`config.mk`:
```
export PLATFORM = sky130hd
export DESIGN_NAME = dmx_rdm_frame_receiver
export DESIGN_NICKNAME = d
export VERILOG_FILES = /design/src/design/dmx_pkg.sv /design/src/design/dmx_rdm_frame_receiver.sv /design/src/design/dmx_front.sv /design/src/design/dmx_back.sv
export SDC_FILE = /design/constraint.sdc
export NUM_CORES = 1
export LEC_CHECK = 0
export ABC_AREA = 1
export BUFFER_PORTS_ARGS = -buffer_cell sky130_fd_sc_hd__buf_2
export CAP_MARGIN = 20
export CORE_MARGIN = 10
export CORE_UTILIZATION = 55
export CTS_BUF_LIST = sky130_fd_sc_hd__clkbuf_16
export CTS_CLUSTER_SIZE = 20
export DETAILED_ROUTE_END_ITERATION = 8
export PLACE_DENSITY = 0.75
export SLEW_MARGIN = 15
export SYNTH_ARGS = -nofsm -noshare
export SYNTH_HDL_FRONTEND = slang
export SYNTH_SLANG_ARGS = --single-unit
```
`constraint.sdc`:
```
create_clock -name aclk -period 5.3 [get_ports aclk]
set_input_delay 0.53 -clock aclk [delete_from_list [all_inputs] [get_ports aclk]]
set_output_delay 0.53 -clock aclk [all_outputs]
set_load 0.02 [all_outputs]
```
`src/design/dmx_pkg.sv`:
```
// Package: shared types and constants for the DMX/RDM frame receiver.
`default_nettype none
package dmx_pkg;
    localparam int PIXEL_SLOTS = 6;
    localparam logic [15:0] NONE_YET = 16'hffff;

    typedef enum logic [1:0] {
        REQ_BYTE = 2'd0, REQ_BREAK = 2'd1, REQ_TIMEOUT = 2'd2, REQ_NOP = 2'd3
    } req_t;

    typedef enum logic [3:0] {
        ST_START, ST_DMX, ST_SUB, ST_LEN, ST_BODY, ST_CK_HI, ST_CK_LO, ST_POST, ST_DISCARD
    } frame_state_t;

    typedef enum logic [3:0] {
        EV_NONE = 4'd0, EV_DMX = 4'd1, EV_RDM = 4'd2, EV_ALT = 4'd3, EV_SUB_BAD = 4'd4,
        EV_LEN_BAD = 4'd5, EV_PDL_BAD = 4'd6, EV_CK_BAD = 4'd7, EV_LEN_MISMATCH = 4'd8,
        EV_SHORT = 4'd9
    } event_t;

    // Classified item passed from the front part to the back part.
    typedef struct packed {
        req_t       req;
        logic [7:0] data;
    } cmd_t;

    typedef struct packed {
        logic       pixel_write;
        logic       pixel_index;
        logic [1:0] pixel_color;
        logic [7:0] pixel_value;
        logic       pixel_begin;
        logic       pixel_commit;
        logic       rdm_request_ok;
        logic [3:0] event_code;
        logic [15:0] dmx_slot_count;
        logic [15:0] dmx_slot_min;
        logic [15:0] dmx_slot_max;
        logic [7:0] dmx_sum;
    } result_t;
endpackage
`default_nettype wire

```
`src/design/dmx_rdm_frame_receiver.sv`:
```
// Top level of the DMX512/RDM frame receiver.
// One item per clock: each accepted item (byte, break, timeout) yields exactly
// one result item, sustained at one item per cycle unless m_tready stalls. A
// two-entry queue buffers input items ahead of the frame state machine, whose
// result register frees as soon as the result is taken. An item passes through
// the queue register and then the result register. The user must write
// own_uid on the cfg channel only while idle; the block itself does not
// enforce this. tdata in: [1:0] req_type, [9:2] data_byte. Result tdata packs
// the result fields from pixel_write upward (75 bits, padded to 80).
`default_nettype none
module dmx_rdm_frame_receiver import dmx_pkg::*; (
    input  wire logic        aclk,
    input  wire logic        aresetn,
    input  wire logic        cfg_valid,
    output logic             cfg_ready,
    input  wire logic [47:0] cfg_data,       // own_uid
    input  wire logic        s_tvalid,
    output logic             s_tready,
    input  wire logic [15:0] s_tdata,        // req_type[1:0], data_byte[9:2]
    output logic             m_tvalid,
    input  wire logic        m_tready,
    output logic [79:0]      m_tdata         // pixel_write..dmx_sum, low bit up
);
    logic [47:0] uid_reg;
    cmd_t        in_cmd, q_cmd;
    logic        q_valid, q_ready;
    result_t     res;

    assign cfg_ready = 1'b1;
    always_ff @(posedge aclk) begin
        if (!aresetn) uid_reg <= '0;
        else if (cfg_valid) uid_reg <= cfg_data;
    end

    assign in_cmd.req  = req_t'(s_tdata[1:0]);
    assign in_cmd.data = s_tdata[9:2];

    dmx_front u_front (.aclk, .aresetn, .in_valid(s_tvalid), .in_ready(s_tready),
        .in_cmd, .out_valid(q_valid), .out_ready(q_ready), .out_cmd(q_cmd));

    dmx_back u_back (.aclk, .aresetn, .own_uid(uid_reg), .in_valid(q_valid),
        .in_ready(q_ready), .in_cmd(q_cmd), .out_valid(m_tvalid), .out_ready(m_tready),
        .out_res(res));

    assign m_tdata = {5'd0, res.dmx_sum, res.dmx_slot_max, res.dmx_slot_min,
        res.dmx_slot_count, res.event_code, res.rdm_request_ok, res.pixel_commit,
        res.pixel_begin, res.pixel_value, res.pixel_color, res.pixel_index,
        res.pixel_write};

    a_ev_range: assert property (@(posedge aclk) disable iff (!aresetn)
        m_tvalid |-> m_tdata[18:15] <= 4'd9) else $error("bad event code");
    a_ok_no_ev: assert property (@(posedge aclk) disable iff (!aresetn)
        (m_tvalid && m_tdata[14]) |-> m_tdata[18:15] == 4'd0) else $error("ok with event");
    a_pw_clean: assert property (@(posedge aclk) disable iff (!aresetn)
        (m_tvalid && !m_tdata[0]) |-> m_tdata[11:1] == 11'd0) else $error("stray pixel");
endmodule
`default_nettype wire

```
`src/design/dmx_front.sv`:
```
// Front part: two-entry item queue ahead of the frame engine.
`default_nettype none
module dmx_front import dmx_pkg::*; (
    input  wire logic aclk,
    input  wire logic aresetn,
    input  wire logic in_valid,
    output logic      in_ready,
    input  cmd_t      in_cmd,
    output logic      out_valid,
    input  wire logic out_ready,
    output cmd_t      out_cmd
);
    cmd_t       q_reg [2];
    logic       rd_reg, wr_reg;
    logic [1:0] cnt_reg;
    logic push, pop;

    assign in_ready  = (cnt_reg != 2'd2);
    assign out_valid = (cnt_reg != 2'd0);
    assign out_cmd   = q_reg[rd_reg];
    assign push = in_valid && in_ready;
    assign pop  = out_valid && out_ready;

    always_ff @(posedge aclk) begin
        if (push) q_reg[wr_reg] <= in_cmd;
        if (!aresetn) begin
            rd_reg <= 1'b0; wr_reg <= 1'b0; cnt_reg <= 2'd0;
        end else begin
            if (push) wr_reg <= ~wr_reg;
            if (pop) rd_reg <= ~rd_reg;
            cnt_reg <= cnt_reg + {1'b0, push} - {1'b0, pop};
        end
    end
endmodule
`default_nettype wire

```
`src/design/dmx_back.sv`:
```
// Back part: frame state machine, checks, statistics and result register.
`default_nettype none
module dmx_back import dmx_pkg::*; (
    input  wire logic        aclk,
    input  wire logic        aresetn,
    input  wire logic [47:0] own_uid,
    input  wire logic        in_valid,
    output logic             in_ready,
    input  cmd_t             in_cmd,
    output logic             out_valid,
    input  wire logic        out_ready,
    output result_t          out_res
);
    frame_state_t st_reg, st_next;
    logic [15:0] off_reg, off_next;
    logic [7:0]  len_reg, len_next;
    logic [15:0] rsum_reg, rsum_next;
    logic [7:0]  ckhi_reg, ckhi_next;
    logic [47:0] duid_reg, duid_next;
    logic [15:0] cnt_reg, cnt_next, min_reg, min_next, max_reg, max_next;
    logic [7:0]  ssum_reg, ssum_next;
    logic        ov_reg;
    result_t     res_reg, res_next;
    logic        take, for_us;
    logic [15:0] s;
    logic [4:0]  s_div3;
    logic [7:0]  b;

    assign in_ready  = !ov_reg || out_ready;
    assign take      = in_valid && in_ready;
    assign out_valid = ov_reg;
    assign out_res   = res_reg;
    assign b = in_cmd.data;
    assign s = off_reg - 16'd1;
    // Slot divided by three via reciprocal multiply, exact for slots below 64.
    assign s_div3 = 5'((12'(s[5:0]) * 12'd43) >> 7);
    assign for_us = (duid_reg == own_uid) || ((duid_reg[31:0] == 32'hffffffff) &&
                    ((duid_reg[47:32] == 16'hffff) || (duid_reg[47:32] == own_uid[47:32])));

    always_comb begin
        st_next = st_reg; off_next = off_reg; len_next = len_reg; rsum_next = rsum_reg;
        ckhi_next = ckhi_reg; duid_next = duid_reg; cnt_next = cnt_reg;
        min_next = min_reg; max_next = max_reg; ssum_next = ssum_reg;
        res_next = '0;
        unique case (in_cmd.req)
            REQ_BREAK: begin
                if (st_reg == ST_DMX && (min_reg == NONE_YET || cnt_reg < min_reg))
                    min_next = cnt_reg;
                if (st_reg == ST_SUB || st_reg == ST_LEN ||
                    (st_reg == ST_BODY && off_reg < 16'd9))
                    res_next.event_code = EV_SHORT;
                off_next = '0;
                st_next = ST_START;
            end
            REQ_TIMEOUT: res_next.pixel_commit = 1'b1;
            REQ_NOP: ;
            REQ_BYTE: begin
                unique case (st_reg)
                    ST_START: begin
                        if (b == 8'h00) begin
                            ssum_next = '0; cnt_next = '0; st_next = ST_DMX;
                            res_next.pixel_begin = 1'b1; res_next.event_code = EV_DMX;
                        end else if (b == 8'hcc) begin
                            rsum_next = {8'd0, b}; duid_next = '0; st_next = ST_SUB;
                            res_next.event_code = EV_RDM;
                        end else begin
                            st_next = ST_DISCARD; res_next.event_code = EV_ALT;
                        end
                    end
                    ST_SUB: begin
                        if (b != 8'h01) begin
                            st_next = ST_DISCARD; res_next.event_code = EV_SUB_BAD;
                        end else begin
                            rsum_next = rsum_reg + {8'd0, b}; st_next = ST_LEN;
                        end
                    end
                    ST_LEN: begin
                        if (b < 8'd24) begin
                            st_next = ST_DISCARD; res_next.event_code = EV_LEN_BAD;
                        end else begin
                            len_next = b; rsum_next = rsum_reg + {8'd0, b}; st_next = ST_BODY;
                        end
                    end
                    ST_BODY: begin
                        if (off_reg == 16'd23 && b != len_reg - 8'd24) begin
                            st_next = ST_DISCARD; res_next.event_code = EV_PDL_BAD;
                        end else begin
                            rsum_next = rsum_reg + {8'd0, b};
                            if (off_reg >= 16'd3 && off_reg <= 16'd8)
                                duid_next = {duid_reg[39:0], b};
                            if (off_reg + 16'd1 == {8'd0, len_reg}) st_next = ST_CK_HI;
                        end
                    end
                    ST_CK_HI: begin
                        ckhi_next = b; st_next = ST_CK_LO;
                    end
                    ST_CK_LO: begin
                        if ({ckhi_reg, b} == rsum_reg) res_next.rdm_request_ok = 1'b1;
                        else if (for_us) res_next.event_code = EV_CK_BAD;
                        st_next = ST_POST;
                    end
                    ST_POST: begin
                        if (for_us) res_next.event_code = EV_LEN_MISMATCH;
                        st_next = ST_DISCARD;
                    end
                    ST_DMX: begin
                        if (s < 16'(PIXEL_SLOTS)) begin
                            res_next.pixel_write = 1'b1;
                            res_next.pixel_index = s_div3[0];
                            res_next.pixel_color = 2'(s[5:0] - 6'(s_div3) * 6'd3);
                            res_next.pixel_value = b;
                        end else if (s == 16'(PIXEL_SLOTS)) begin
                            res_next.pixel_commit = 1'b1;
                        end
                        ssum_next = ssum_reg + b;
                        if (cnt_reg < 16'hfffe) cnt_next = cnt_reg + 16'd1;
                        if (max_reg == NONE_YET || cnt_next > max_reg) max_next = cnt_next;
                    end
                    default: ;
                endcase
                if (off_reg != 16'hffff) off_next = off_reg + 16'd1;
            end
            default: ;
        endcase
        res_next.dmx_slot_count = cnt_next;
        res_next.dmx_slot_min   = min_next;
        res_next.dmx_slot_max   = max_next;
        res_next.dmx_sum        = ssum_next;
    end

    always_ff @(posedge aclk) begin
        if (take) res_reg <= res_next;
        if (!aresetn) begin
            st_reg <= ST_START; off_reg <= '0; len_reg <= '0; rsum_reg <= '0;
            ckhi_reg <= '0; duid_reg <= '0; cnt_reg <= '0; min_reg <= NONE_YET;
            max_reg <= NONE_YET; ssum_reg <= '0; ov_reg <= 1'b0;
        end else begin
            if (take) begin
                st_reg <= st_next; off_reg <= off_next; len_reg <= len_next;
                rsum_reg <= rsum_next; ckhi_reg <= ckhi_next; duid_reg <= duid_next;
                cnt_reg <= cnt_next; min_reg <= min_next; max_reg <= max_next;
                ssum_reg <= ssum_next;
            end
            if (take) ov_reg <= 1'b1;
            else if (out_ready) ov_reg <= 1'b0;
        end
    end
endmodule
`default_nettype wire
```
### Word level (Yosys, flattened, before mapping)

Memories as Yosys holds them, arrays and structs flattened. A register that Yosys moved wholly into a read port is not among the register bits.
Cells that the tools add are included.

* register bits: 284
* latch bits: 0
* RAM bits: 20
* ROM bits: 0
* input port bits: 69
* word-level logic and storage cells: 175
* memories kept: 1

Memories
* u_front.q_reg: depth 2, width 10, read ports 1, clocked after memory_dff 1, write ports 1, line dmx_front.sv:13 `cmd_t q_reg [2];`

* $add $sub $neg: 9
* $mul: 2
* div/mod/pow operators: 0
* $lt $le $gt $ge: 8
* eq/ne operators: 33
* shift-type cells: 0
* multiplexer cells: 59
* bitwise operators: 3
* reduce and logical (&&, ||, !) cells: 33

Operators with widths (number)
* $mux W16: 16
* $mux W48: 4
* $pmux W48 S2: 1
* $pmux W16 S2: 2
* $pmux W16 S4: 1
* $eq A16 B16 Y1 const B: 3
* $eq A48 B48 Y1: 1
* $add A16 B1 Y16 const B: 2
* $eq A16 B16 Y1: 2
* $eq A32 B32 Y1 const B: 1
* $mux W4: 8
* $pmux W4 S7: 1
* $pmux W4 S6: 1
* $add A16 B8 Y16: 1
* $eq A16 B3 Y1 const B: 1
* $eq A16 B5 Y1 const B: 1
* $eq A16 B8 Y1: 1
* $eq A4 B3 Y1 const B: 4
* $ge A16 B2 Y1 const B: 1
* $gt A16 B16 Y1: 1
* $le A16 B4 Y1 const B: 1
* $lt A16 B16 Y1: 1
* $lt A16 B16 Y1 const B: 1
* $lt A16 B3 Y1 const B: 1
* other kinds (44): 90

### Logic depth before layout (Yosys ltp)

Gate-level depths: netlist of run 1.

* depth after elaboration: 9
* mapped depth: 26
* mapped depth without buffers: 25

### By module

From an unflattened synthesis of run 1, not the netlist that was laid out.

* cells, all modules: 2256
* area, all modules: 17092.6 µm²

By module, submodules not included
* dmx_back: instances 1, cells an instance 1877, area each 14044.7 µm², seq. area each 5395.2 µm²
* dmx_rdm_frame_receiver: instances 1, cells an instance 312, area each 2025.7 µm², seq. area each 960.9 µm²
* dmx_front: instances 1, cells an instance 67, area each 1022.2 µm², seq. area each 700.7 µm²

### Worst setup path after synthesis of run 1

Ideal clock, no wire load.

* kind: input port to flip-flop
* from: input m_tready
* to: register u_front.cnt_reg[1]
* setup time: 0.070 ns
* arrival time: 4.456 ns
* data required time: 5.230 ns
* setup slack: 0.774 ns
* stages: 10
* buffers on the path: 2
* path through: nor2_1 -> a21oi_1 -> clkbuf_1 -> buf_1 -> ha_1 -> inv_1 -> ha_1 -> xor2_1 -> o21ai_0 -> a21oi_1

* word-level cells in the longest chain between the ends: 3

RTL lines
* from (decl): line dmx_rdm_frame_receiver.sv:21 `input wire logic m_tready,`
* $logic_or A1 B1 Y1: line dmx_back.sv:29 `assign in_ready = !ov_reg || out_ready;`
* $logic_and A1 B1 Y1
* named net u_back.take: line dmx_back.sv:24 `logic take, for_us;`
* $sub A2 B1 Y2: line dmx_front.sv:31 `cnt_reg <= cnt_reg + {1'b0, push} - {1'b0, pop};`
* to (signal assigned): line dmx_front.sv:31
* to (decl): line dmx_front.sv:15 `logic [1:0] cnt_reg;`

The timed path passes the listed nets, and every way through them passes these cells.
A chain may end at the register's enable or synchronous reset.

### Final worst setup path of run 1

* from: register u_back.off_reg[0]
* to: register u_back.res_reg, in the netlist u_back.out_res[72], data pin

* word-level cells in the longest chain between the ends: 4

RTL lines
* from (decl): line dmx_back.sv:15 `logic [15:0] off_reg, off_next;`
* from (signal assigned): line dmx_back.sv:139 `st_reg <= st_next; off_reg <= off_next; len_reg <= len_next;`
* $sub A16 B1 Y16 *: line dmx_back.sv:34 `assign s = off_reg - 16'd1;`
* $mul A6 B6 Y12: line dmx_back.sv:36 `assign s_div3 = 5'((12'(s[5:0]) * 12'd43) >> 7);`
* $mul A5 B2 Y2: line dmx_back.sv:110 `res_next.pixel_color = 2'(s[5:0] - 6'(s_div3) * 6'd3);`
* $sub A2 B2 Y2: line dmx_back.sv:110
* to (signal assigned): line dmx_back.sv:132 `if (take) res_reg <= res_next;`
* to (decl): line dmx_back.sv:23 `result_t res_reg, res_next;`

Every way passes the cells marked *; elsewhere a longest branch is shown, timed or not.

==> metrics.md, run 1 <==
| Metric | Value |
|---|---|
| Period utilization | 0.9052 |
| WP data arrival | about 5.1 ns |
| Fin. max-slew vios | 0 |
| Crit. End Element | flip-flop |
| Fin crit period | roughly 4.8 ns |
| Drt pass-1 iters | 6 |
| Sequential area share after synthesis | 0.4124 |
| Top FF cell, synth | dfxtp_1 |
| P_leak | slightly below 9 nW |
| Post-synth EDFFs | 95 |
| Final setup viols | 0 |
| Clock power frac | 0.200 |
| Seq pwr share | 0.302 |
| DRC | 0 |
| ANT nets after route | 0 |
| P_int | between 6 and 7 mW |
| Ports | between 150 and 200 |
| GP Congestion | between 0.9 and 1 |
| Hold-critical path depth | 1 |
| TritonCTS clock tree | built |
| FMAX | between 0.2 and 0.25 GHz |
| Synthesized netlist cell count | 2393 |
| DR iter-0 viols | roughly 1.2k |
| Kind of start point of the critical path | flip-flop |
| Tot Pwr | around 12 mW |
| Synthesized area per cell | approximately 7 um2 |
| Synthesized area | 17110 um2 |
| Vias | approximately 16k |
| Clock sinks | roughly 300 |
| CTS HTree Levels | 2 |
| Worst R2R Path Depth | 21 |
| DP Wirelength | around 32000 um |
| Vias in the first global route | roughly 15k |
| Worst-skew pair later-pin latency | ~0.53 ns |
| Core area | 30670 um2 |
| Flop and latch count out of synthesis | 305 |
| Vias/cell | about 5.4 |
| Nets | about 2.6k |
| Final WL | roughly 46000 um |
| Synth unique cells | between 40 and 50 |
| CTS Root Cell | clkbuf_16 |
| Combinational Power Share | 0.497 |
| Max reg flops | between 70 and 80 |
| Routed len/inst | ~16 um |
| Power per Cell Area | roughly 600 nW/um2 |
| Port bufs | between 100 and 150 |
| Async S/R FF share, synth | 0 |
| Switch Pwr | between 5 and 6 mW |
| Initial antenna violation count | 0 |
| Critical Path RT | 5.57 ns |
| Diode count | 0 |
| Synth Warn # | 0 |
| Num rows | between 60 and 70 |
| Fin Setup TNS | 0 ns |
| Peak supply drop | 695.6 uV |
| Sw Share | 0.4507 |
| Hold_buf cts | 0 |
| Largest net degree at the start of global routing | around 80 |
| RSZ-0062 raised after global routing | false |
| Layout area overhead | 11.79% |
| GR Overflow Total | 0 |
| Post-CTS Setup Bufs | 0 |
| Worst hold path type | primary input to flip-flop |
| Worst-path maximum fanout | 11 |
| Die Span Y | 196.4 um |
| Clock Path Buffers | 3 |
| Worst-path clk slew | around 0.060 ns |
| GRT Util Overall | 0.2283 |
| Kind of critical path | flip-flop to flip-flop |
| Final design utilization | 0.6238 |
| Initial Util | 0.5580 |
| Width of the die | between 150 and 200 um |
| Status | finished clean |
| Hold Slack | approximately 0.21 ns |
| Die ar. | just under 40000 um2 |
| Tightest Pin Transition | 1.101 ns |
| Max Cap Viol | 0 |
| Clock buffer count from CTS | 35 |
| PostCTS Resize Cnt | 0 |
| Fillers | around 2.8k |
| Wire length of the first global-routing pass | 74290 um |
| Endpoints failing hold | 0 |
| Max-slew headroom | 0.2633 |
| Fraction of layout cells with a size suffix above 1 | 0.09952 |
| Clk_skew | 0.03409 ns |
worst paths after layout:
kind	from	to	slack, ns
hold / removal	s_tdata[6]	u_front.q_reg[1][4]$_DFFE_PP_	0.21
setup reg to reg	u_back.off_reg[0]$_SDFFE_PN0P_	u_back.out_res[72]$_SDFFCE_PN0P_	0.50
hold reg to reg	u_front.rd_reg$_SDFFE_PN0P_	u_front.rd_reg$_SDFFE_PN0P_	0.46
setup / recovery	u_back.off_reg[0]$_SDFFE_PN0P_	u_back.out_res[72]$_SDFFCE_PN0P_	0.50
cell usage in the layout, fill, tap and decap left out, types with 17 or more instances in the layout:
master / n
a21oi_1: 144
and2_1: 18
buf_2: 139
clkbuf_16: 36
dfxtp_1: 210
edfxtp_1: 95
ha_1: 70
inv_1: 321
nand2_1: 569
nand3_1: 197
nand4_1: 44
nor2_1: 283
nor3_1: 30
nor4_1: 17
o21ai_0: 134
or2_2: 18
xnor2_1: 22
xor2_1: 45
power groups by stage:
stage | Sequential, mW | Combinational, mW | Clock (mW)
after floorplan | 3.81 | 4.09 | 0
after global placement | 3.58 | 5.67 | 0
after detailed placement | 3.60 | 5.84 | 0
after CTS | 3.56 | 5.88 | 2.39
after global routing | 3.62 | 6.74 | 2.49
final | 3.56 | 5.86 | 2.36
critical path, cell delays in order (launching register included):
cell and delay, ns:
dfxtp_1 0.58, inv_1 0.24, ha_1 0.29, or2_2 0.30, nand2_1 0.20, ha_1 0.19
inv_1 0.05, fa_1 0.48, fa_1 0.55, inv_1 0.04, ha_1 0.30, a21oi_1 0.13
nand2_1 0.11, xnor2_1 0.29, inv_1 0.09, ha_1 0.20, xnor2_1 0.13, xor2_1 0.16
inv_1 0.08, nand3_1 0.07, nand2_1 0.06, nor2_1 0.04
final cells by class:
type,count,area (um2),area share
multi-input combinational,1666,8426,0.4404
sequential,305,7057,0.3689
inverter,323,1212,0.06337
clock buffer,36,900.9,0.04709
timing repair buffer,156,835.8,0.04369
tap,396,495.5,0.02590
clock inverter,26,203.9,0.01066
per-stage QoR:
stage / cell area, um2 / setup WS (ns) / cells
after floorplan: 17130 / 0.7738 / 2397
after detailed placement: 18010 / 0.4610 / 2845
after global routing: 19130 / 0.07642 / 2908
after CTS: 19110 / 0.4563 / 2907
after global placement: 18010 / 0.5143 / 2845
final: 19130 / 0.5027 / 2908
cell usage after synthesis, drive strengths merged, types with 2 or more instances:
| master | instances | area, um2 |
|---|---|---|
| ha | 70 | 875.8 |
| a22oi | 4 | 30.03 |
| nor4 | 17 | 106.4 |
| xnor2 | 22 | 192.7 |
| a221oi | 2 | 17.52 |
| nand3 | 198 | 996.0 |
| a21oi | 145 | 725.7 |
| buf | 36 | 214.0 |
| fa | 6 | 120.1 |
| nor2 | 286 | 1076 |
| a21o | 3 | 22.52 |
| a211oi | 6 | 45.04 |
| or2 | 20 | 125.1 |
| conb | 2 | 7.510 |
| o31ai | 2 | 15.01 |
| a31oi | 6 | 37.54 |
| edfxtp | 95 | 2853 |
| inv | 323 | 1212 |
| o22ai | 7 | 43.79 |
| clkbuf | 67 | 251.5 |
| nor3b | 2 | 15.01 |
| xor2 | 45 | 394.1 |
| o21ai | 143 | 734.5 |
| dfxtp | 210 | 4204 |
| nand3b | 4 | 30.03 |
| nand4 | 44 | 275.3 |
| nor3 | 32 | 176.4 |
| nand2 | 573 | 2161 |
| and2 | 18 | 112.6 |
cells by family after synthesis:
| family | after synthesis | synth area share |
|---|---|---|
| simple gates | 1194 | 0.2965 |
| flops | 305 | 0.4124 |
| buf+inv | 426 | 0.09805 |
| other cells | 2 | 0.0004389 |
| xor+xnor | 67 | 0.03429 |
| compound gates | 323 | 0.1002 |
| fa+ha+maj | 76 | 0.05820 |
per-layer routing:
metal	up-vias	wire [um]	track usage
li1	7896	-	-
met1	7264	20650	0.3107
met2	505	21030	0.3702
met3	78	2893	0.03344
met4	0	1021	0.06533
met5	-	0	0
Power figures use the tool's default switching activity.
==> run 2, diff against run 1 <==
--- a/config.mk
+++ b/config.mk
@@ -6,14 +6,15 @@
 export NUM_CORES = 1
 export LEC_CHECK = 0
 export ABC_AREA = 1
-export BUFFER_PORTS_ARGS = -buffer_cell sky130_fd_sc_hd__buf_2
 export CAP_MARGIN = 20
 export CORE_MARGIN = 10
 export CORE_UTILIZATION = 55
 export CTS_BUF_LIST = sky130_fd_sc_hd__clkbuf_16
 export CTS_CLUSTER_SIZE = 20
 export DETAILED_ROUTE_END_ITERATION = 8
-export PLACE_DENSITY = 0.75
+export DONT_BUFFER_PORTS = 1
+export MAX_ROUTING_LAYER = met4
+export PLACE_DENSITY = 0.7
 export SLEW_MARGIN = 15
 export SYNTH_ARGS = -nofsm -noshare
 export SYNTH_HDL_FRONTEND = slang
==> metrics.md, run 2 (synthesized netlist as in run 1, its figures left out) <==
| Metric | Value |
|---|---|
| Status | finished clean |
| Clk_skew | 0.02113 ns (-0.01296 ns) |
| Period utilization | 0.8427 (-0.06248) |
| Vias/cell | 5.463 (+0.91%) |
| Seq pwr share | 0.341 (+0.039) |
| Drt pass-1 iters | 6 (unchanged) |
| WP data arrival | 4.73 ns (-0.34 ns) |
| FMAX | 0.2239 GHz (+7.4%) |
| RR Endpoint | u_back.out_res[72]$_SDFFCE_PN0P_ |
| Worst R2R Path Depth | 20 (-4.8%) |
| Clock sinks | 305 (unchanged) |
| DRC | 0 (unchanged) |
| Post-CTS Setup Bufs | 0 (unchanged) |
| Initial Util | 0.5580 (unchanged) |
| Hold-critical path depth | 0 (-1) |
| Pre-CTS setup slack | 0.8144 ns (+0.3534 ns) |
| PostCTS Resize Cnt | 0 (unchanged) |
| Worst-path clk slew | 0.07 ns (about the same) |
| Max reg flops | 75 (unchanged) |
| Met3 WL | 2449 um (-15%) |
| Hold_buf cts | 0 (unchanged) |
| Final WS setup | 0.8338 ns (+0.3311 ns) |
| Worst hold path type | primary input to flip-flop |
| Fin crit period | 4.466 ns (-0.3311 ns) |
| Port bufs | 0 (-100%) |
| WL met2 | 20790 um (-1.1%) |
| RSZ-0062 raised after global routing | false |
| Kind of critical path | flip-flop to flip-flop |
| Final non-filler cell total | 2764 (-5.0%) |
| Combinational Power Share | 0.458 (-0.039) |
| GRT Util Overall | 0.2323 (+0.003962) |
| Top sig layer | met4 |
| M1 wire length | 20250 um (-1.9%) |
| Vias | 15.10k (-4.1%) |
| Crit. End Element | flip-flop |
| Clock buffer count from CTS | 34 (-2.9%) |
| DP Wirelength | 31230 um (-3.9%) |
| Top cell by count, worst path | inv_1 |
| Tot Pwr | 11.51 mW (-2.2%) |
| Worst Setup SP | u_back.off_reg[1]$_SDFFE_PN0P_ |
| Vias in the first global route | 14.38k (-2.5%) |
| P_leak | 8.254 nW (-6.6%) |
| Final Cell Area | 18370 um2 (-4.0%) |
| Fraction of layout cells with a size suffix above 1 | 0.04223 (-0.05729) |
| Peak supply drop | 654.9 uV (-5.8%) |
| Worst-skew pair later-pin latency | 0.52 ns (about the same) |
| Width of the die | 196.4 um (unchanged) |
| Hold Slack | 0.1043 ns (-0.1027 ns) |
| Ports | 152 (unchanged) |
| CTS HTree Levels | 2 (unchanged) |
| Worst r2r src | u_back.off_reg[1]$_SDFFE_PN0P_ |
| Fin Setup TNS | 0 ns (unchanged) |
| Tightest Pin Transition | 1.081 ns (-0.02014 ns) |
| CP cell instances | inv_1, ha_1, or2_2, nand2_1, ha_1, inv_1, fa_1, fa_1, inv_1, ha_1, a21oi_1, nand2_1, xnor2_1, inv_1, ha_1, xnor2_1, xor2_1, inv_1, a21oi_1, nor2_1 |
| Die ar. | 38570 um2 (unchanged) |
| DR iter-0 viols | 1347 (+12%) |
| Dpl cells | 2702 (-5.0%) |
| Final WL | 44530 um (-2.3%) |
| Wire length of the first global-routing pass | 73350 um (-1.3%) |
| GR Overflow Total | 0 (unchanged) |
| CTS Root Cell | clkbuf_16 |
| Cell depth of the worst setup path | 20 (-4.8%) |
| Final design utilization | 0.5990 (-0.02476) |
| Core area | 30670 um2 (unchanged) |
| Critical Path RT | 5.56 ns (about the same) |
| Sw Share | 0.4533 (+0.002650) |
| Kind of start point of the critical path | flip-flop |
| Initial antenna violation count | 0 (unchanged) |
| Fin. max-slew vios | 0 (unchanged) |
| CP max-delay cell | fa_1 |
| TritonCTS clock tree | built |
| WP buf/inv | 5 (unchanged) |
| Delay of the slowest critical-path stage | 0.54 ns (-0.04 ns) |
| Max-slew headroom | 0.2795 (+0.01614) |
| Power per Cell Area | 626.8 nW/um2 (+1.8%) |
| Diode count | 0 (unchanged) |
| Routed len/inst | 16.11 um (+2.8%) |
| Switch Pwr | 5.220 mW (-1.6%) |
| Clock Path Buffers | 3 (unchanged) |
| Endpoints failing hold | 0 (unchanged) |
| Commonest non-fill, non-tap cell in the layout | nand2_1 |
| Critical Path Sink | u_back.out_res[72]$_SDFFCE_PN0P_ |
| Most frequent cells in the layout | nand2_1 (569), inv_1 (320), nor2_1 (283) |
| Final setup viols | 0 (unchanged) |
| Area after DPL | 17280 um2 (-4.0%) |
| CP top delay family | adder cells |
| Worst R2R Setup Slack | 0.83 ns (+0.33 ns) |
| Clock power frac | 0.201 (about the same) |
| Largest net degree at the start of global routing | 118 (+46%) |
| Worst-path maximum fanout | 6 (-5) |
| Nets | 2487 (-5.5%) |
| GP Congestion | 0.9271 (+2.5%) |
| Num rows | 64 (unchanged) |
| Max Cap Viol | 0 (unchanged) |
| Layout area overhead | 7.356% |
| Die Span Y | 196.4 um (unchanged) |
| ANT nets after route | 0 (unchanged) |
| P_int | 6.295 mW (-2.7%) |
## run 2: area by class of cell
cell class                      count  area (um2)
Inverter                          323        1212
Sequential cell                   305        7057
Tap cell                          396       495.5
Clock inverter                     27       215.2
Clock buffer                       35       875.8
Multi-Input combinational cell   1666        8426
Timing Repair Buffer               12       90.09
Fill cell                        2899       12300
## run 2: how the worst min path moves through the flow
stage                                    from                             end  slack, ns
6_report                           s_tdata[1]   u_front.q_reg[1][9]$_DFFE_PP_       0.10
5_1_grt                            s_tdata[1]   u_front.q_reg[1][9]$_DFFE_PP_       0.09
4_1_cts                            s_tdata[1]   u_front.q_reg[1][9]$_DFFE_PP_       0.09
3_5_place_dp   u_back.min_reg[8]$_SDFFE_PN1P_  u_back.min_reg[8]$_SDFFE_PN1P_       0.45
3_3_place_gp      u_front.rd_reg$_SDFFE_PN0P_                       flip-flop       0.43
2_1_floorplan     u_front.rd_reg$_SDFFE_PN0P_                       flip-flop       0.43
## run 2: per-layer routing
layer,up-vias,GRT usage
li1,7623,-
met1,6974,0.3012
met2,435,0.3714
met3,68,0.03428
met4,0,0.06618
met5,-,-
## run 2: power groups by stage
stage | clock, mW | sequential (mW) | combinational [mW]
final | 2.31 | 3.93 | 5.27
after global routing | 2.46 | 4.00 | 6.06
after CTS | 2.35 | 3.94 | 5.29
after detailed placement | 0 | 3.99 | 5.25
after global placement | 0 | 3.95 | 5.04
after floorplan | 0 | 3.81 | 4.09
## run 2: worst reg2reg max path: stages, from the launching register on
cell	delay [ns]
dfxtp_1	0.40
inv_1	0.10
ha_1	0.23
or2_2	0.30
nand2_1	0.18
ha_1	0.19
inv_1	0.05
fa_1	0.48
fa_1	0.54
inv_1	0.04
ha_1	0.29
a21oi_1	0.14
nand2_1	0.12
xnor2_1	0.30
inv_1	0.08
ha_1	0.19
xnor2_1	0.17
xor2_1	0.16
inv_1	0.06
a21oi_1	0.12
nor2_1	0.07
==> run 3, diff against run 2 <==
--- a/config.mk
+++ b/config.mk
@@ -14,7 +14,7 @@
 export DETAILED_ROUTE_END_ITERATION = 8
 export DONT_BUFFER_PORTS = 1
 export MAX_ROUTING_LAYER = met4
-export PLACE_DENSITY = 0.7
+export PLACE_DENSITY = 0.73
 export SLEW_MARGIN = 15
 export SYNTH_ARGS = -nofsm -noshare
 export SYNTH_HDL_FRONTEND = slang
==> constraint.sdc (replaced) <==
create_clock -name aclk -period 4 [get_ports aclk]
set_input_delay 0.4 -clock aclk [delete_from_list [all_inputs] [get_ports aclk]]
set_output_delay 0.4 -clock aclk [all_outputs]
set_load 0.02 [all_outputs]
==> metrics.md, run 3 (synthesized netlist as in run 1, its figures left out) <==
| Metric | Value |
|---|---|
| Seq pwr share | 0.322 (-0.019) |
| WP data arrival | 4.07 ns (-0.66 ns) |
| FMAX | 0.2620 GHz (+17%) |
| Layout area overhead | 9.775% |
| Crit. End Element | flip-flop |
| Vias | 15.44k (+2.3%) |
| CP cell instances | clkinvlp_4, ha_4, inv_2, ha_1, inv_1, fa_1, fa_1, inv_1, ha_4, a21oi_2, nand2_2, xnor2_2, inv_1, ha_2, xnor2_2, xor2_1, inv_1, a21oi_1, nor2_1 |
| Initial Util | 0.5580 (unchanged) |
| GRT Util Overall | 0.2348 (+0.002472) |
| Final design utilization | 0.6125 (+0.01350) |
| Clock Path Buffers | 3 (unchanged) |
| Vias in the first global route | 14.45k (+0.45%) |
| Delay of the slowest critical-path stage | 0.55 ns (about the same) |
| Port bufs | 0 (unchanged) |
| Fraction of layout cells with a size suffix above 1 | 0.06411 (+0.02188) |
| Max Cap Viol | 0 (unchanged) |
| Combinational Power Share | 0.485 (+0.027) |
| Worst-path maximum fanout | 4 (-2) |
| Most frequent cells in the layout | nand2_1 (564), inv_1 (315), nor2_1 (283) |
| Critical Path RT | 4.25 ns (-1.31 ns) |
| DP Wirelength | 32130 um (+2.9%) |
| Num rows | 64 (unchanged) |
| Area after DPL | 17510 um2 (+1.3%) |
| Final Cell Area | 18790 um2 (+2.3%) |
| Top sig layer | met4 |
| Tot Pwr | 16.11 mW (+40%) |
| Clk_skew | 0.02662 ns (+0.005496 ns) |
| GR Overflow Total | 0 (unchanged) |
| Kind of critical path | flip-flop to flip-flop |
| Width of the die | 196.4 um (unchanged) |
| TritonCTS clock tree | built |
| Final WL | 45750 um (+2.7%) |
| WP buf/inv | 6 (+1) |
| DR iter-0 viols | 1334 (-0.97%) |
| Register area | 7059 um2 (about the same) |
| WL met2 | 21610 um (+3.9%) |
| Nets | 2520 (+1.3%) |
| Routed len/inst | 16.35 um (+1.5%) |
| M1 wire length | 20820 um (+2.8%) |
| Max reg flops | 75 (unchanged) |
| Worst hold path type | primary input to flip-flop |
| Worst R2R Setup Slack | 0.18 ns (-0.65 ns) |
| Status | finished clean |
| Dpl cells | 2723 (+0.78%) |
| Fin crit period | 3.817 ns (-0.6497 ns) |
| Endpoints failing hold | 0 (unchanged) |
| Die Span Y | 196.4 um (unchanged) |
| Clock power frac | 0.192 (-0.009) |
| Fillers | 2787 (-3.9%) |
| Largest net degree at the start of global routing | 118 (unchanged) |
| Die ar. | 38570 um2 (unchanged) |
| Hold-critical path depth | 2 (+2) |
| Hold Path End | uid_reg[37]$_SDFFE_PN0P_ |
| Max-slew headroom | 0.2639 (-0.01557) |
| Initial antenna violation count | 0 (unchanged) |
| Cell depth of the worst setup path | 19 (-5.0%) |
| Power per Cell Area | 857.5 nW/um2 (+37%) |
| Core area | 30670 um2 (unchanged) |
| Period utilization | 0.9541 (+0.1115) |
| Fin. max-slew vios | 0 (unchanged) |
| Commonest non-fill, non-tap cell in the layout | nand2_1 |
| Met3 WL | 2609 um (+6.5%) |
| Sw Share | 0.4470 (-0.006304) |
| RSZ-0062 raised after global routing | true |
| ANT nets after route | 0 (unchanged) |
| CTS Root Cell | clkbuf_16 |
| P_leak | 8.432 nW (+2.2%) |
| RR Endpoint | u_back.out_res[72]$_SDFFCE_PN0P_ |
| P_int | 8.908 mW (+42%) |
| Worst R2R Path Depth | 19 (-5.0%) |
| GP Congestion | 0.9255 (-0.17%) |
| Switch Pwr | 7.201 mW (+38%) |
| Final non-filler cell total | 2798 (+1.2%) |
| Diode count | 0 (unchanged) |
| Worst-path clk slew | 0.06 ns (about the same) |
| Clock buffer count from CTS | 35 (+2.9%) |
| Wire length of the first global-routing pass | 74070 um (+0.98%) |
| Peak supply drop | 844.6 uV (+29%) |
| Kind of start point of the critical path | flip-flop |
| HP Start | cfg_data[37] |
| CP max-delay cell | fa_1 |
| Drt pass-1 iters | 6 (unchanged) |
| CP top delay family | adder cells |
| Ports | 152 (unchanged) |
| Top cell by count, worst path | inv_1 |
| Worst-skew pair later-pin latency | 0.52 ns (about the same) |
| Final setup viols | 0 (unchanged) |
| Tightest Pin Transition | 1.100 ns (+0.01929 ns) |
| Fin Setup TNS | 0 ns (unchanged) |
| Area occupied by multi-input gates | 8549 um2 (+1.5%) |
| Clock sinks | 305 (unchanged) |
| Pre-CTS setup slack | 0.03263 ns (-0.7818 ns) |
| Vias/cell | 5.519 (+1.0%) |
| Worst r2r src | u_back.off_reg[0]$_SDFFE_PN0P_ |
| CTS HTree Levels | 2 (unchanged) |
| Final WS setup | 0.1835 ns (-0.6503 ns) |
| Hold Slack | 0.02029 ns (-0.08402 ns) |
| DRC | 0 (unchanged) |
==> run 3: cell types whose count changed in the layout (fill, tap and decap cells not counted), sizes merged <==
cell / previous run / this run
buf: 12 / 34
dlygate4sd3: 0 / 10
clkinv: 15 / 12
clkinvlp: 0 / 3
inv: 332 / 334
bufinv: 3 / 2
clkbuf: 35 / 36
==> run 3: metal layers <==
layer  track usage  vias up
met2        0.3801      504
li1              -     7691
met4       0.04751        0
met1        0.3113     7189
met3       0.02868       58
met5             -        -
==> run 3: final cells by class <==
| class | instances | area share |
|---|---|---|
| Clock buffer | 36 | 0.04796 |
| Timing Repair Buffer | 44 | 0.01892 |
| Inverter | 323 | 0.06474 |
| Multi-Input combinational cell | 1666 | 0.4551 |
| Tap cell | 396 | 0.02638 |
| Sequential cell | 305 | 0.3758 |
| Clock inverter | 28 | 0.01112 |
==> run 3: worst max path at each step <==
stage                                        start  slack (ns)                                to
finish              u_back.off_reg[0]$_SDFFE_PN0P_        0.18  u_back.out_res[72]$_SDFFCE_PN0P_
floorplan           u_back.off_reg[0]$_SDFFE_PN0P_       -0.04  u_back.out_res[72]$_SDFFCE_PN0P_
global route        u_back.off_reg[0]$_SDFFE_PN0P_       -0.02  u_back.out_res[72]$_SDFFCE_PN0P_
CTS                 u_back.off_reg[0]$_SDFFE_PN0P_        0.02  u_back.out_res[72]$_SDFFCE_PN0P_
detailed placement  u_back.off_reg[0]$_SDFFE_PN0P_        0.03  u_back.out_res[72]$_SDFFCE_PN0P_
global placement    u_back.off_reg[0]$_SDFFE_PN0P_        0.11  u_back.out_res[72]$_SDFFCE_PN0P_
==> run 3: power by group through the flow <==
stage / Sequential (mW) / Clock, mW / Combinational [mW]
final: 5.19 / 3.10 / 7.82
after global routing: 5.29 / 3.25 / 8.94
after CTS: 5.21 / 3.14 / 7.57
after detailed placement: 5.27 / 0 / 7.52
after global placement: 5.22 / 0 / 7.27
after floorplan: 5.03 / 0 / 5.66
==> run 3: worst reg2reg max path: stages (launching register included) <==
cell and delay, ns:
dfxtp_2 0.35, clkinvlp_4 0.13, ha_4 0.29, inv_2 0.06, ha_1 0.28, inv_1 0.05
fa_1 0.55, fa_1 0.41, inv_1 0.09, ha_4 0.20, a21oi_2 0.13, nand2_2 0.10
xnor2_2 0.15, inv_1 0.06, ha_2 0.18, xnor2_2 0.16, xor2_1 0.15, inv_1 0.06
a21oi_1 0.11, nor2_1 0.05
==> run 3: what timing repair did <==
item	CTS	global route
hold buffers	10	0
buffers inserted	0	1
hold endpoints to repair	20	0
resized for setup	0	14
setup endpoints to repair	0	11
